===== src/hw/rtl/bst_pkg.sv =====
// Shared types, constants and character-class helpers for the byte stream tokenizer.
// No dependencies; imported by bst_tok_fifo and byte_stream_tokenizer.
`default_nettype none

package bst_pkg;

    localparam int COUNTER_BITS_DEF = 20;
    localparam int OUT_W            = 20;
    localparam int KIND_W           = 6;
    localparam int KW_N             = 11;
    localparam int OP_N             = 6;
    localparam int FIFO_DEPTH       = 4;
    localparam int FIFO_AW          = 2;
    localparam int FIFO_CW          = 3;

    localparam logic [1:0] MODE_IDLE = 2'd0;
    localparam logic [1:0] MODE_WORD = 2'd1;
    localparam logic [1:0] MODE_HELD = 2'd2;

    localparam int F_DIGITS  = 0;
    localparam int F_ALNUM   = 1;
    localparam int F_FLOATOK = 2;
    localparam int F_DOT     = 3;
    localparam int F_HASDIG  = 4;

    typedef logic [KIND_W-1:0] kind_t;

    localparam kind_t KIND_IDENT   = 6'd0;
    localparam kind_t KIND_INT     = 6'd9;
    localparam kind_t KIND_FLOAT   = 6'd10;
    localparam kind_t KIND_STAR    = 6'd16;
    localparam kind_t KIND_ARROW   = 6'd26;
    localparam kind_t KIND_LPAREN  = 6'd27;
    localparam kind_t KIND_RPAREN  = 6'd28;
    localparam kind_t KIND_LBRACE  = 6'd29;
    localparam kind_t KIND_RBRACE  = 6'd30;
    localparam kind_t KIND_COMMA   = 6'd31;
    localparam kind_t KIND_COLON   = 6'd32;
    localparam kind_t KIND_SEMI    = 6'd33;
    localparam kind_t KIND_UNKNOWN = 6'd34;
    localparam kind_t KIND_LBRACK  = 6'd35;
    localparam kind_t KIND_RBRACK  = 6'd36;

    localparam logic [7:0] KW_TEXT [KW_N][8] = '{
        '{"f", "u", "n", "c", 8'h00, 8'h00, 8'h00, 8'h00},
        '{"r", "a", "n", "g", "e", 8'h00, 8'h00, 8'h00},
        '{"f", "o", "r", 8'h00, 8'h00, 8'h00, 8'h00, 8'h00},
        '{"i", "f", 8'h00, 8'h00, 8'h00, 8'h00, 8'h00, 8'h00},
        '{"e", "l", "s", "e", 8'h00, 8'h00, 8'h00, 8'h00},
        '{"r", "e", "t", "u", "r", "n", 8'h00, 8'h00},
        '{"t", "e", "n", "s", "o", "r", 8'h00, 8'h00},
        '{"i", "n", 8'h00, 8'h00, 8'h00, 8'h00, 8'h00, 8'h00},
        '{"o", "r", 8'h00, 8'h00, 8'h00, 8'h00, 8'h00, 8'h00},
        '{"O", "R", 8'h00, 8'h00, 8'h00, 8'h00, 8'h00, 8'h00},
        '{"a", "n", "d", 8'h00, 8'h00, 8'h00, 8'h00, 8'h00}
    };
    localparam logic [2:0] KW_LEN [KW_N] = '{
        3'd4, 3'd5, 3'd3, 3'd2, 3'd4, 3'd6, 3'd6, 3'd2, 3'd2, 3'd2, 3'd3
    };
    localparam kind_t KW_KIND [KW_N] = '{
        6'd1, 6'd4, 6'd2, 6'd5, 6'd6, 6'd7, 6'd8, 6'd3, 6'd24, 6'd24, 6'd23
    };

    localparam kind_t OP_SINGLE [OP_N] = '{6'd15, 6'd14, 6'd11, 6'd19, 6'd21, 6'd25};
    localparam kind_t OP_EQUAL  [OP_N] = '{6'd13, 6'd12, 6'd17, 6'd20, 6'd22, 6'd18};

    typedef struct packed {
        kind_t            kind;
        logic [OUT_W-1:0] line;
        logic [OUT_W-1:0] start;
        logic [OUT_W-1:0] length;
        logic             last;
    } token_t;

    function automatic logic is_space(input logic [7:0] b);
        return (b == 8'h20) || (b == 8'h09) || (b == 8'h0d) || (b == 8'h0a);
    endfunction

    function automatic logic is_digit(input logic [7:0] b);
        return b inside {[8'h30:8'h39]};
    endfunction

    function automatic logic is_alnum(input logic [7:0] b);
        return b inside {[8'h30:8'h39], [8'h41:8'h5a], [8'h61:8'h7a]};
    endfunction

    function automatic logic is_punct(input logic [7:0] b);
        return b inside {"(", ")", "[", "]", "{", "}", ",", ":", "*", ";"};
    endfunction

    function automatic kind_t punct_kind(input logic [7:0] b);
        kind_t k;
        case (b)
            "(":     k = KIND_LPAREN;
            ")":     k = KIND_RPAREN;
            "[":     k = KIND_LBRACK;
            "]":     k = KIND_RBRACK;
            "{":     k = KIND_LBRACE;
            "}":     k = KIND_RBRACE;
            ",":     k = KIND_COMMA;
            ":":     k = KIND_COLON;
            "*":     k = KIND_STAR;
            ";":     k = KIND_SEMI;
            default: k = KIND_UNKNOWN;
        endcase
        return k;
    endfunction

    function automatic logic is_op(input logic [7:0] b);
        return b inside {"-", "+", "=", "<", ">", "!"};
    endfunction

    function automatic logic [2:0] op_index(input logic [7:0] b);
        logic [2:0] i;
        case (b)
            "-":     i = 3'd0;
            "+":     i = 3'd1;
            "=":     i = 3'd2;
            "<":     i = 3'd3;
            ">":     i = 3'd4;
            "!":     i = 3'd5;
            default: i = 3'd0;
        endcase
        return i;
    endfunction

    function automatic logic [2:0] op_mod6(input logic [2:0] h);
        return (h >= 3'd6) ? (h - 3'd6) : h;
    endfunction

    function automatic kind_t word_class(input logic [KW_N-1:0] hit, input logic [4:0] flags);
        kind_t k;
        if (flags[F_DIGITS])
            k = KIND_INT;
        else if (flags[F_FLOATOK] && flags[F_HASDIG])
            k = KIND_FLOAT;
        else if (flags[F_ALNUM])
            k = KIND_IDENT;
        else
            k = KIND_UNKNOWN;
        for (int i = KW_N - 1; i >= 0; i--)
        begin
            if (hit[i])
                k = KW_KIND[i];
        end
        return k;
    endfunction

    function automatic token_t make_token(input kind_t kind, input logic [OUT_W-1:0] line,
                                          input logic [OUT_W-1:0] start,
                                          input logic [OUT_W-1:0] length);
        token_t t;
        t.kind   = kind;
        t.line   = line;
        t.start  = start;
        t.length = length;
        t.last   = 1'b0;
        return t;
    endfunction

endpackage

`default_nettype wire


===== src/hw/rtl/byte_stream_tokenizer.sv =====
// Byte stream tokenizer top level: input word register, scan logic, token queue.
// A word is captured in the input word register; the scan logic writes its tokens
// into the token queue, whose head drives the output. Throughput: one word per cycle
// while the four-entry token queue holds two tokens or fewer; a word can yield up to
// two tokens. Reset (rst_n low, asynchronous) clears counters, scan state and the
// queue. Depends on bst_pkg and bst_tok_fifo.
`default_nettype none

module byte_stream_tokenizer
    import bst_pkg::*;
#(
    parameter int COUNTER_BITS = COUNTER_BITS_DEF
)
(
    input  wire logic               clk,
    input  wire logic               rst_n,
    input  wire logic               in_valid,
    output logic                    in_stall,
    input  wire logic [7:0]         byte_value,
    input  wire logic               end_of_text,
    output logic                    out_valid,
    input  wire logic               out_stall,
    output logic [KIND_W-1:0]       token_kind,
    output logic [OUT_W-1:0]        token_line,
    output logic [OUT_W-1:0]        token_start,
    output logic [OUT_W-1:0]        token_length,
    output logic                    run_last
);

    localparam logic [COUNTER_BITS-1:0] CMAX = {COUNTER_BITS{1'b1}};

    function automatic logic [COUNTER_BITS-1:0] sat_inc(input logic [COUNTER_BITS-1:0] x);
        return (x == CMAX) ? x : COUNTER_BITS'(x + 1'b1);
    endfunction

    logic                    valid_reg;
    logic [7:0]              byte_reg;
    logic                    last_reg;

    logic [COUNTER_BITS-1:0] line_reg, line_next;
    logic [COUNTER_BITS-1:0] pos_reg, pos_next;
    logic [COUNTER_BITS-1:0] begin_reg, begin_next;
    logic [COUNTER_BITS-1:0] wlen_reg, wlen_next;
    logic [1:0]              mode_reg, mode_next;
    logic [2:0]              held_reg, held_next;
    logic [KW_N-1:0]         cand_reg, cand_next;
    logic [4:0]              flags_reg, flags_next;

    logic                    fire;
    logic [FIFO_CW-1:0]      fill;
    token_t                  head;
    logic                    head_valid;
    token_t                  tok [2];
    logic [1:0]              ecnt;
    logic [1:0]              push_cnt;

    logic                    nz, sp, pu, op, delim, held_pair;
    logic                    take_idle, fresh, cont, add, clear;
    logic [2:0]              h;
    logic [COUNTER_BITS-1:0] base_len, new_len, cls_len;
    logic [KW_N-1:0]         base_cand, new_cand, cls_cand, hit;
    logic [4:0]              base_flags, new_flags, cls_flags;
    kind_t                   word_kind;

    assign fire     = valid_reg && (fill <= FIFO_CW'(FIFO_DEPTH - 2));
    assign in_stall = valid_reg && !fire;
    assign push_cnt = fire ? ecnt : 2'd0;

    always_comb
    begin
        nz        = (byte_reg != 8'h00);
        sp        = is_space(byte_reg);
        pu        = is_punct(byte_reg);
        op        = is_op(byte_reg);
        delim     = sp || pu || op;
        h         = op_mod6(held_reg);
        held_pair = (mode_reg == MODE_HELD) &&
                    (((h == 3'd0) && (byte_reg == ">")) || (byte_reg == "="));
        take_idle = nz && !held_pair && !((mode_reg == MODE_WORD) && !delim);
        fresh     = take_idle && !delim;
        cont      = nz && (mode_reg == MODE_WORD) && !delim;
        add       = fresh || cont;

        base_len   = fresh ? '0 : wlen_reg;
        base_cand  = fresh ? '1 : cand_reg;
        base_flags = fresh ? 5'b00111 : flags_reg;

        for (int k = 0; k < KW_N; k++)
        begin
            new_cand[k] = base_cand[k] && (base_len < COUNTER_BITS'(KW_LEN[k])) &&
                          (KW_TEXT[k][base_len[2:0]] == byte_reg);
        end

        new_flags = base_flags;
        if (!is_digit(byte_reg))
            new_flags[F_DIGITS] = 1'b0;
        else
            new_flags[F_HASDIG] = 1'b1;
        if (!is_alnum(byte_reg))
            new_flags[F_ALNUM] = 1'b0;
        if (byte_reg == ".")
        begin
            if (new_flags[F_DOT])
                new_flags[F_FLOATOK] = 1'b0;
            new_flags[F_DOT] = 1'b1;
        end
        else if (!is_digit(byte_reg))
        begin
            new_flags[F_FLOATOK] = 1'b0;
        end
        new_len = sat_inc(base_len);

        cls_len   = add ? new_len : wlen_reg;
        cls_cand  = add ? new_cand : cand_reg;
        cls_flags = add ? new_flags : flags_reg;
        for (int k = 0; k < KW_N; k++)
        begin
            hit[k] = cls_cand[k] && (cls_len == COUNTER_BITS'(KW_LEN[k]));
        end
        word_kind = word_class(hit, cls_flags);
    end

    always_comb
    begin
        line_next  = line_reg;
        pos_next   = pos_reg;
        begin_next = begin_reg;
        wlen_next  = wlen_reg;
        mode_next  = mode_reg;
        held_next  = held_reg;
        cand_next  = cand_reg;
        flags_next = flags_reg;
        tok[0]     = '0;
        tok[1]     = '0;
        ecnt       = 2'd0;
        clear      = 1'b0;

        if (!nz)
        begin
            if (mode_reg == MODE_WORD)
            begin
                tok[ecnt[0]] = make_token(word_kind, OUT_W'(line_reg), OUT_W'(begin_reg),
                                          OUT_W'(wlen_reg));
                ecnt = ecnt + 2'd1;
            end
            else if (mode_reg == MODE_HELD)
            begin
                tok[ecnt[0]] = make_token(OP_SINGLE[h], OUT_W'(line_reg), OUT_W'(begin_reg),
                                          OUT_W'(1));
                ecnt = ecnt + 2'd1;
            end
            clear = 1'b1;
        end
        else
        begin
            if (mode_reg == MODE_HELD)
            begin
                if (held_pair)
                    tok[ecnt[0]] = make_token(((h == 3'd0) && (byte_reg == ">")) ?
                                              KIND_ARROW : OP_EQUAL[h],
                                              OUT_W'(line_reg), OUT_W'(begin_reg), OUT_W'(2));
                else
                    tok[ecnt[0]] = make_token(OP_SINGLE[h], OUT_W'(line_reg),
                                              OUT_W'(begin_reg), OUT_W'(1));
                ecnt      = ecnt + 2'd1;
                mode_next = MODE_IDLE;
            end
            else if ((mode_reg == MODE_WORD) && delim)
            begin
                tok[ecnt[0]] = make_token(word_kind, OUT_W'(line_reg), OUT_W'(begin_reg),
                                          OUT_W'(wlen_reg));
                ecnt      = ecnt + 2'd1;
                mode_next = MODE_IDLE;
            end

            if (take_idle)
            begin
                if (sp)
                begin
                    if (byte_reg == 8'h0a)
                        line_next = sat_inc(line_reg);
                end
                else if (pu)
                begin
                    tok[ecnt[0]] = make_token(punct_kind(byte_reg), OUT_W'(line_reg),
                                              OUT_W'(pos_reg), OUT_W'(1));
                    ecnt = ecnt + 2'd1;
                end
                else if (op)
                begin
                    held_next  = op_index(byte_reg);
                    begin_next = pos_reg;
                    mode_next  = MODE_HELD;
                end
                else
                begin
                    begin_next = pos_reg;
                    mode_next  = MODE_WORD;
                end
            end

            if (add)
            begin
                wlen_next  = new_len;
                cand_next  = new_cand;
                flags_next = new_flags;
            end
            pos_next = sat_inc(pos_reg);

            if (last_reg)
            begin
                if (mode_next == MODE_WORD)
                begin
                    tok[ecnt[0]] = make_token(word_kind, OUT_W'(line_reg), OUT_W'(begin_next),
                                              OUT_W'(wlen_next));
                    ecnt = ecnt + 2'd1;
                end
                else if (mode_next == MODE_HELD)
                begin
                    tok[ecnt[0]] = make_token(OP_SINGLE[op_mod6(held_next)], OUT_W'(line_reg),
                                              OUT_W'(begin_next), OUT_W'(1));
                    ecnt = ecnt + 2'd1;
                end
                clear = 1'b1;
            end
        end

        if (ecnt == 2'd1)
            tok[0].last = 1'b1;
        else if (ecnt == 2'd2)
            tok[1].last = 1'b1;

        if (clear)
        begin
            line_next  = '0;
            pos_next   = '0;
            begin_next = '0;
            wlen_next  = '0;
            mode_next  = MODE_IDLE;
            held_next  = '0;
            cand_next  = '0;
            flags_next = '0;
        end
    end

    always_ff @(posedge clk)
    begin
        if (in_valid && !in_stall)
        begin
            byte_reg <= byte_value;
            last_reg <= end_of_text;
        end
    end

    always_ff @(posedge clk or negedge rst_n)
    begin
        if (!rst_n)
        begin
            valid_reg <= 1'b0;
            line_reg  <= '0;
            pos_reg   <= '0;
            begin_reg <= '0;
            wlen_reg  <= '0;
            mode_reg  <= MODE_IDLE;
            held_reg  <= '0;
            cand_reg  <= '0;
            flags_reg <= '0;
        end
        else
        begin
            if (!in_stall)
                valid_reg <= in_valid;
            if (fire)
            begin
                line_reg  <= line_next;
                pos_reg   <= pos_next;
                begin_reg <= begin_next;
                wlen_reg  <= wlen_next;
                mode_reg  <= mode_next;
                held_reg  <= held_next;
                cand_reg  <= cand_next;
                flags_reg <= flags_next;
            end
        end
    end

    bst_tok_fifo u_fifo (
        .clk        (clk),
        .rst_n      (rst_n),
        .push_cnt   (push_cnt),
        .push0      (tok[0]),
        .push1      (tok[1]),
        .pop        (!out_stall),
        .head       (head),
        .head_valid (head_valid),
        .fill       (fill)
    );

    assign out_valid    = head_valid;
    assign token_kind   = head.kind;
    assign token_line   = head.line;
    assign token_start  = head.start;
    assign token_length = head.length;
    assign run_last     = head.last;

endmodule

`default_nettype wire


===== src/hw/rtl/bst_tok_fifo.sv =====
// Output token queue: takes up to two tokens a cycle, gives one a cycle while pop is high.
// Depends on bst_pkg for token_t and queue sizing.
`default_nettype none

module bst_tok_fifo
    import bst_pkg::*;
(
    input  wire logic               clk,
    input  wire logic               rst_n,
    input  wire logic [1:0]         push_cnt,
    input  wire token_t             push0,
    input  wire token_t             push1,
    input  wire logic               pop,
    output token_t                  head,
    output logic                    head_valid,
    output logic [FIFO_CW-1:0]      fill
);

    token_t               mem [FIFO_DEPTH];
    logic [FIFO_AW-1:0]   wr_ptr_reg, wr_ptr_next;
    logic [FIFO_AW-1:0]   rd_ptr_reg, rd_ptr_next;
    logic [FIFO_CW-1:0]   count_reg, count_next;
    logic                 pop_ok;

    assign head_valid = (count_reg != '0);
    assign head       = mem[rd_ptr_reg];
    assign fill       = count_reg;
    assign pop_ok     = pop && head_valid;

    always_comb
    begin
        wr_ptr_next = FIFO_AW'(wr_ptr_reg + FIFO_AW'(push_cnt));
        rd_ptr_next = pop_ok ? FIFO_AW'(rd_ptr_reg + 1'b1) : rd_ptr_reg;
        count_next  = FIFO_CW'(count_reg + FIFO_CW'(push_cnt) - FIFO_CW'(pop_ok));
    end

    always_ff @(posedge clk)
    begin
        if (push_cnt != 2'd0)
            mem[wr_ptr_reg] <= push0;
        if (push_cnt == 2'd2)
            mem[FIFO_AW'(wr_ptr_reg + 1'b1)] <= push1;
    end

    always_ff @(posedge clk or negedge rst_n)
    begin
        if (!rst_n)
        begin
            wr_ptr_reg <= '0;
            rd_ptr_reg <= '0;
            count_reg  <= '0;
        end
        else
        begin
            wr_ptr_reg <= wr_ptr_next;
            rd_ptr_reg <= rd_ptr_next;
            count_reg  <= count_next;
        end
    end

endmodule

`default_nettype wire


===== config.mk =====
export PLATFORM = sky130hd
export DESIGN_NAME = byte_stream_tokenizer
export DESIGN_NICKNAME = d
export VERILOG_FILES = /design/src/hw/rtl/bst_pkg.sv /design/src/hw/rtl/byte_stream_tokenizer.sv /design/src/hw/rtl/bst_tok_fifo.sv
export SDC_FILE = /design/constraint.sdc
export NUM_CORES = 1
export LEC_CHECK = 0
export BUFFER_PORTS_ARGS = -buffer_cell sky130_fd_sc_hd__buf_2
export CORE_UTILIZATION = 30
export CTS_BUF_LIST = sky130_fd_sc_hd__clkbuf_2
export DETAILED_ROUTE_END_ITERATION = 8
export SYNTH_ARGS = -nofsm -noshare
export SYNTH_HDL_FRONTEND = slang
export SYNTH_SLANG_ARGS = --single-unit

===== constraint.sdc =====
create_clock -name clk -period 10.2 [get_ports clk]
set_clock_uncertainty 0.15 [all_clocks]
set_input_delay 2.04 -clock clk [delete_from_list [all_inputs] [get_ports clk]]
set_output_delay 2.04 -clock clk [all_outputs]
set_load 0.02 [all_outputs]

Word level (Yosys, flattened, before mapping)
Memories as Yosys holds them, arrays and structs flattened.
Index checks and enable logic that the tools add are counted.
Word-level totals
  register bits after elaboration: 118
  RAM bits: 268
  ROM bits: 848
  bits of input ports: 13
  output and inout bits: 69
  word-level logic and storage cells: 346
  memories: 15
Operators by class
  add/sub/neg operators: 12
  $lt $le $gt $ge: 21
  equal/unequal tests: 49
  multiplexer cells: 148
  bitwise logic cells: 5
  reductions and logical operators: 81
Memory list
  u_fifo.mem: depth 4, width 67, rd ports 1, clocked after memory_dff 0, wr ports 2, RTL line bst_tok_fifo.sv:19  | token_t mem [FIFO_DEPTH];
  (no name shown): depth 8, width 8, rd ports 1, clocked after memory_dff 0, wr ports 0, RTL line byte_stream_tokenizer.sv:91  | (KW_TEXT[k][base_len[2:0]] == byte_reg);
  (no name shown): depth 8, width 8, rd ports 1, clocked after memory_dff 0, wr ports 0, RTL line byte_stream_tokenizer.sv:91
  (no name shown): depth 8, width 8, rd ports 1, clocked after memory_dff 0, wr ports 0, RTL line byte_stream_tokenizer.sv:91
  (no name shown): depth 8, width 8, rd ports 1, clocked after memory_dff 0, wr ports 0, RTL line byte_stream_tokenizer.sv:91
  (no name shown): depth 8, width 8, rd ports 1, clocked after memory_dff 0, wr ports 0, RTL line byte_stream_tokenizer.sv:91
  +9 memories
Operators by type and width (number)
  $mux 134: 7
  $mux 67: 10
  $mux 20: 21
  $bwmux 134: 3
  $mux 8: 22
  $mux 6: 25
  $demux 67 s1: 2
  $eq 8x6->1 const B: 14
  $eq 8x8->1: 11
  $add 20x1->20 const B: 3
  $eq 20x20->1 const B: 3
  $eq 20x3->1 const B: 3
  $lt 20x3->1 const B: 3
  $pmux 6 s10: 1
  $logic_and 1x1->1: 52
  $mux 11: 4
  $eq 20x2->1 const B: 2
  $lt 20x2->1 const B: 2
  $mux 2: 19
  $eq 8x7->1 const B: 4
  $mux 3: 9
  $eq 8x4->1 const B: 3
  $mux 1: 20
  $mux 5: 4
  other kinds (31): 69

Depth between registers and ports, before layout
Gate-level depths: netlist of run 1.
  depth in word-level cells: 46
  depth in mapped cells: 26
  gate-level depth less buffers: 22

Cells and area by module
From an unflattened synthesis of run 1, not the netlist that was laid out.
Unflattened totals
  cells, all modules: 2093
  area, all modules: 23819.1 µm²
By module, submodules not included
  bst_tok_fifo: instances 1, cells an instance 688, area each 13304.0 µm²
  byte_stream_tokenizer: instances 1, cells an instance 1405, area each 10515.1 µm²

Least setup slack after synthesis of run 1
Ideal clock, no wire load.
  path type: reg2reg
  from: register byte_reg[1]
  to: memory u_fifo.mem[0][0] in the netlist's numbering, enable pin
  library setup time: 591 ps
  data arrival time: 8934 ps
  data required time: 9459 ps
  slack: 526 ps
  stages on the path, launching flop included: 19
  path buffers: 4
  period minus slack after synthesis: 9674 ps
  path through: edfxtp_1 > buf_4 > nor3b_1 > o211a_1 > nor2_1 > a41oi_2 > nor2_1 > clkinv_1 > clkbuf_1 > ha_1 > nor2_1 > a221o_1 > clkbuf_1 > ha_1 > o21ai_1 > or2_0 > buf_2 > nor2b_1 > o31ai_1
RTL lines
  start, declared: RTL line byte_stream_tokenizer.sv:37  | logic [7:0] byte_reg;
  start signal, assigned: RTL line byte_stream_tokenizer.sv:250  | byte_reg <= byte_value;
  end, declared: RTL line bst_tok_fifo.sv:19

==> results.py, run 1 <==
metrics = {
    "floorplanning": {
        "die_h_um": 278,
        "die_x_um": 278,
        "rows": 100,
        "core-area_um2": 74900,
        "io_pins": 82,
        "start_util": 0.305,
        "dieArea_um2": 77300,
    },
    "worst_hold_path": {
        "hp-start": "cand_reg[5]",
        "min_to": "cand_reg[5]",
        "hold_class": "register to register",
        "min_path_cells": 2,
    },
    "synth": {
        "synthCells": 2223,
        "async_reset_ff_frac": 0.282,
        "synth-seq-area-share": 0.483,
        "syn-num-nets": 2258,
        "yosysWarnings": 0,
        "yosysTopAreaCellShare": 0.364,
        "yosys-top-cells-area": "edfxtp_1, dfrtp_1, mux4_2, nand2_1, nor2_1",
        "synth_area_um2": 22800,
        "synthDistinctLibCells": 102,
        "synthFlopType": "edfxtp_1",
        "synth-edff-count": 277,
        "syn_avg_cell_area_um2": 10.3,
        "ys_ff_latch": 386,
        "yosysTopAreaCell": "edfxtp_1",
    },
    "clocking": {
        "clock_sinks": 386,
        "post_cts.repair.setup_buffers": 0,
        "root_buffer": "clkbuf_2",
        "clock_latency_ns": 1.16,
        "cts_buffers": 102,
        "clockBufferDepth": 3,
        "post_cts_resized": 0,
        "clkTransAtPathRegs_ns": 0.10,
        "cts_tree": "done",
        "htree_levels": 3,
        "hold_buffers": 0,
    },
    "setup_path": {
        "r2r_end": "u_fifo.mem[3][19]",
        "crit_fanout": 58,
        "crit_arrival_ns": 8.99,
        "start_kind": "register",
        "critPathSlowestCell": "edfxtp_1",
        "critPathTopFamily": "simple AND/OR/NAND/NOR gates",
        "r2r_cells": 15,
        "startpoint": "byte_reg[0]",
        "r2r_start": "byte_reg[0]",
        "required_ns": 10.76,
        "r2r_slack_ns": 1.77,
        "crit_top_cell": "nor2_1",
        "end_kind": "register",
        "crit_type": "register to register",
        "cpPeakStageDelay_ns": 1.09,
        "cp_num_buf_inv": 2,
        "path_cells": "nor3b_1 > o211a_1 > nor2_1 > a41oi_2 > nor2_1 > clkinv_1 > ha_1 > nor2_1 > a221o_1 > ha_1 > o21ai_1 > or2_0 > nor2b_1 > nor3b_2 > buf_4",
    },
    "global_routing": {
        "grt_max_degree": 69,
        "gr-usage-all-layers": 0.182,
        "antenna_found_initial": 5,
        "gr-total-overflow": 0,
        "first_global_vias": 18639,
        "grt_pass1_wl_mm": 110,
    },
    "placed_design": {
        "dpl_cell_area_um2": 24200,
        "dpl_worst_slack_ns": 1.97,
        "portBuffers": 81,
        "gp_congestion": 0.898,
        "dpl.hpwl_mm": 46.8,
        "dp.cells": 3142,
    },
    "power_and_ir_drop": {
        "power_leakage_nw": 9.31,
        "powerDensity_nw_per_um2": 286,
        "max-vdd-ir-drop_v": 0.000127,
    },
    "timing": {
        "final.setup.tns_ns": 0,
        "max_freq_mhz": 119,
        "fin_ws_ns": 1.77,
        "setup_viol": 0,
        "rsz0062_at_grt": "false",
        "slew_headroom": 0.0627,
        "period_needed_ns": 8.43,
        "worst_slew_pin_slew_ns": 1.40,
        "hold_viol": 0,
        "finalMaxSlewViolations": 0,
        "post-route-period-util": 0.826,
    },
    "finish": {
        "largest_register_ffs": 268,
        "layout_common_cells": "edfxtp_1, nand2_1, nor2_1",
        "synthToLayoutAreaGrowth_pct": 10.0,
        "final_common_cell": "edfxtp_1",
        "top_register": "u_fifo.mem",
        "design_area_um2": 25100,
        "stdcell_count": 3338,
        "fin_nets": 2312,
        "drive_above_1_share": 0.186,
        "fillers": 7598,
    },
    "detailed_routing": {
        "finalWirelength_mm": 71.5,
        "vias": 18945,
        "via_per_inst": 5.68,
        "drt_iter0_drc": 1882,
        "drt_first_pass_iters": 6,
        "postRouteAntennaNets": 0,
        "detail_route.wl_per_cell_um": 21.4,
        "drcViolationCount": 0,
    },
    "status": {
        "status": "completed",
    },
    "flow_run": {
        "maxCapViolations": 0,
    },
}
## power breakdown
group          internal, mW  switching (mW)
combinational          1.14            2.51
clock                 0.429           0.693
sequential             2.22           0.201
total                  3.78            3.40
## worst max-delay path by stage
| stage | endpoint | cells past startpoint |
|---|---|---|
| finish | u_fifo.mem[3][19] | 15 |
| global route | u_fifo.mem[3][16] | 15 |
| CTS | u_fifo.mem[3][9] | 15 |
| detailed placement | u_fifo.mem[3][18] | 15 |
| global placement | u_fifo.mem[3][18] | 15 |
| floorplan | u_fifo.mem[0][0] | 18 |
## through the flow
step                hold WS (ns)  power, mW  utilization
finish                     0.349       7.19        0.335
global route               0.378       7.62        0.335
CTS                        0.350       7.23        0.335
detailed placement         0.328       6.09        0.322
global placement           0.316       6.04        0.322
floorplan                  0.295       4.87            -
## worst min-delay path, stage by stage, from the launching register on
cell	delay [ns]
dfrtp_1	0.36
nand2_1	0.05
o21ai_0	0.06
## routing by layer
layer / track usage / part of all wire
met1: 0.251 / 0.44
met2: 0.284 / 0.46
met3: 0.0337 / 0.074
met4: 0.0693 / 0.026
met5: 0 / 0.00063
## area by class of cell
cell class                 count  area [µm²]  area share
clock inverter                42         213     0.00846
timing repair buffer         133         798      0.0318
sequential                   386       11100       0.440
multi-input combinational   1619       11000       0.436
clock buffer                 150         751      0.0299
inverter                      35         131     0.00523
tap                          969        1210      0.0482
antenna                        4        10.0    0.000398
## cell families after synthesis
| family | share of synthesized area |
|---|---|
| xor+xnor | 0.0245 |
| compound gates | 0.189 |
| buf+inv | 0.0401 |
| fa+ha+maj | 0.0124 |
| flops | 0.483 |
| simple gates | 0.170 |
| mux | 0.0808 |
## cell usage after synthesis (all sizes together) (28+ instances only)
| master | instances |
|---|---|
| dfrtp | 109 |
| a21oi | 139 |
| o22ai | 80 |
| nor2 | 203 |
| mux4 | 67 |
| nand3 | 41 |
| a21o | 34 |
| a22o | 28 |
| nand2 | 251 |
| inv | 32 |
| buf | 69 |
| nand4 | 31 |
| edfxtp | 277 |
| xor2 | 45 |
| a22oi | 61 |
| o21ai | 149 |
| and2 | 96 |
| nor3 | 54 |
| clkbuf | 114 |
Power figures use the tool's default switching activity.
==> run 2, diff against run 1 <==
==> constraint.sdc (replaced) <==
create_clock -name clk -period 7.7 [get_ports clk]
set_clock_uncertainty 0.15 [all_clocks]
set_input_delay 1.54 -clock clk [delete_from_list [all_inputs] [get_ports clk]]
set_output_delay 1.54 -clock clk [all_outputs]
set_load 0.02 [all_outputs]
==> run 2 against run 1 <==
Compared with the run above: total power increased by 33%; first-iteration DRC count shrank 13%; clock power rose by 25%; non-clock buffer count grew 12; worst hold slack worse by 0.074 ns; global-route usage up 0.58 points; die area unchanged; worst setup slack worse by 0.90 ns; sequential cell count unchanged; combinational power grew 35%; fmax up 23%; largest power group unchanged.
==> results.py, run 2 (synthesis results as in run 1) <==
metrics = {
    "floorplanning": {
        "core-area_um2": 74900,
        "dieArea_um2": 77300,
        "die_h_um": 278,
        "die_x_um": 278,
        "rows": 100,
        "start_util": 0.305,
        "io_pins": 82,
    },
    "placed_design": {
        "dpl.hpwl_mm": 47.6,
        "gp_congestion": 0.911,
        "portBuffers": 81,
    },
    "timing": {
        "period_needed_ns": 6.82,
        "post-route-period-util": 0.886,
        "max_freq_mhz": 147,
        "rsz0062_at_grt": "false",
        "setup_viol": 0,
        "final.setup.tns_ns": 0,
        "slew_headroom": 0.168,
        "finalMaxSlewViolations": 0,
        "hold_viol": 0,
        "worst_slew_pin_slew_ns": 1.25,
    },
    "global_routing": {
        "antenna_found_initial": 4,
        "first_global_vias": 18788,
        "gr-usage-all-layers": 0.188,
        "grt_max_degree": 74,
        "grt_pass1_wl_mm": 113,
        "gr-total-overflow": 0,
    },
    "finish": {
        "synthToLayoutAreaGrowth_pct": 10.1,
        "fin_nets": 2319,
        "seq_area_um2": 11100,
        "fillers": 7504,
        "multi_input_area_um2": 11000,
        "final_common_cell": "edfxtp_1",
        "layout_common_cells": "edfxtp_1, nand2_1, nor2_1",
        "drive_above_1_share": 0.187,
        "top_register": "u_fifo.mem",
        "largest_register_ffs": 268,
    },
    "status": {
        "status": "completed",
    },
    "power_and_ir_drop": {
        "max-vdd-ir-drop_v": 0.000214,
        "powerDensity_nw_per_um2": 379,
        "design_power_total_mw": 9.53,
        "power_leakage_nw": 9.32,
    },
    "detailed_routing": {
        "vias": 19024,
        "detail_route.wl_per_cell_um": 22.0,
        "postRouteAntennaNets": 0,
        "drt_iter0_drc": 1637,
        "via_per_inst": 5.70,
        "drcViolationCount": 0,
        "finalWirelength_mm": 73.3,
        "drt_first_pass_iters": 6,
    },
    "clocking": {
        "post_cts.repair.setup_buffers": 0,
        "htree_levels": 3,
        "clkTransAtPathRegs_ns": 0.12,
        "clock_sinks": 386,
        "hold_buffers": 0,
        "cts_tree": "done",
        "cts_buffers": 97,
        "clock_latency_ns": 1.12,
        "root_buffer": "clkbuf_2",
        "post_cts_resized": 0,
        "clockBufferDepth": 3,
    },
    "setup_path": {
        "end_kind": "register",
        "r2r_end": "u_fifo.mem[1][66]",
        "start_kind": "register",
        "r2r_slack_ns": 0.88,
        "crit_type": "register to register",
        "r2r_cells": 19,
        "crit_fanout": 20,
        "required_ns": 8.40,
        "r2r_start": "byte_reg[1]",
        "crit_arrival_ns": 7.53,
    },
    "worst_hold_path": {
        "hold_class": "input pin to asynchronous set/reset pin",
    },
    "flow_run": {
        "maxCapViolations": 0,
    },
}
## run 2: cell types whose count changed in the layout (fill, tap and decap cells not counted), sizes merged
| cell | previous run | this run |
|---|---|---|
| clkbuf | 150 | 148 |
| clkinv | 41 | 34 |
| bufinv | 1 | 0 |
| buf | 133 | 145 |
| clkinvlp | 1 | 2 |
| diode | 4 | 1 |
## run 2: power by group
group	internal (mW)	switching (mW)	leakage, nW	total, mW
clock network	0.519	0.882	0.682	1.40
registers	2.93	0.274	4.06	3.21
logic	1.56	3.36	4.57	4.92
total	5.01	4.52	9.32	9.53
## run 2: area by class of cell
type / instances / area share
Sequential cell: 386 / 0.439
Multi-Input combinational cell: 1619 / 0.436
Tap cell: 969 / 0.0482
Timing Repair Buffer: 145 / 0.0353
Clock buffer: 148 / 0.0294
Clock inverter: 35 / 0.00607
Inverter: 35 / 0.00522
Antenna cell: 1 / 0.0000995
## run 2: stage by stage
| stage | cells | util | hold WS (ns) | area [µm²] | setup slack [ns] |
|---|---|---|---|---|---|
| finish | 3338 | 0.336 | 0.275 | 25200 | 0.876 |
| global route | 3338 | 0.336 | 0.280 | 25200 | 0.495 |
| CTS | 3337 | 0.336 | 0.194 | 25200 | 0.971 |
| detailed placement | 3154 | 0.324 | 0.309 | 24300 | 0.963 |
| global placement | 3154 | 0.324 | 0.303 | 24300 | 0.951 |
| floorplan | 2223 | - | 0.295 | 22900 | 0.0488 |
## run 2: worst max path at each step
stage	from	end	slack, ns
after global placement	byte_reg[1]	u_fifo.mem[2][66]	0.95
after floorplan	byte_reg[1]	u_fifo.mem[2][0]	0.05
after CTS	byte_reg[1]	u_fifo.mem[1][66]	0.97
after detailed placement	byte_reg[1]	u_fifo.mem[1][66]	0.96
final	byte_reg[1]	u_fifo.mem[1][66]	0.88
after global routing	byte_reg[1]	u_fifo.mem[1][66]	0.49
## run 2: routing by layer
metal	track usage	wire length, µm	up-vias
met4	0.0635	1680	6
met1	0.252	31700	9440
met5	0	50	-
met2	0.305	34500	860
li1	-	-	8587
met3	0.0352	5360	131
## run 2: worst max-delay path: stages, from the launching register on
cell	delay, ns
edfxtp_1	0.81
nand2b_1	0.22
o41ai_2	0.74
a311oi_2	0.23
buf_4	0.28
a21oi_2	0.30
inv_1	0.16
ha_1	0.36
or3_1	0.38
a21oi_1	0.37
o211ai_1	0.15
a311o_1	0.35
nor4_2	0.52
a21oi_1	0.23
nor3_1	0.41
o41ai_2	0.18
a21boi_1	0.14
and3b_1	0.21
o21ai_1	0.26
mux2i_1	0.14
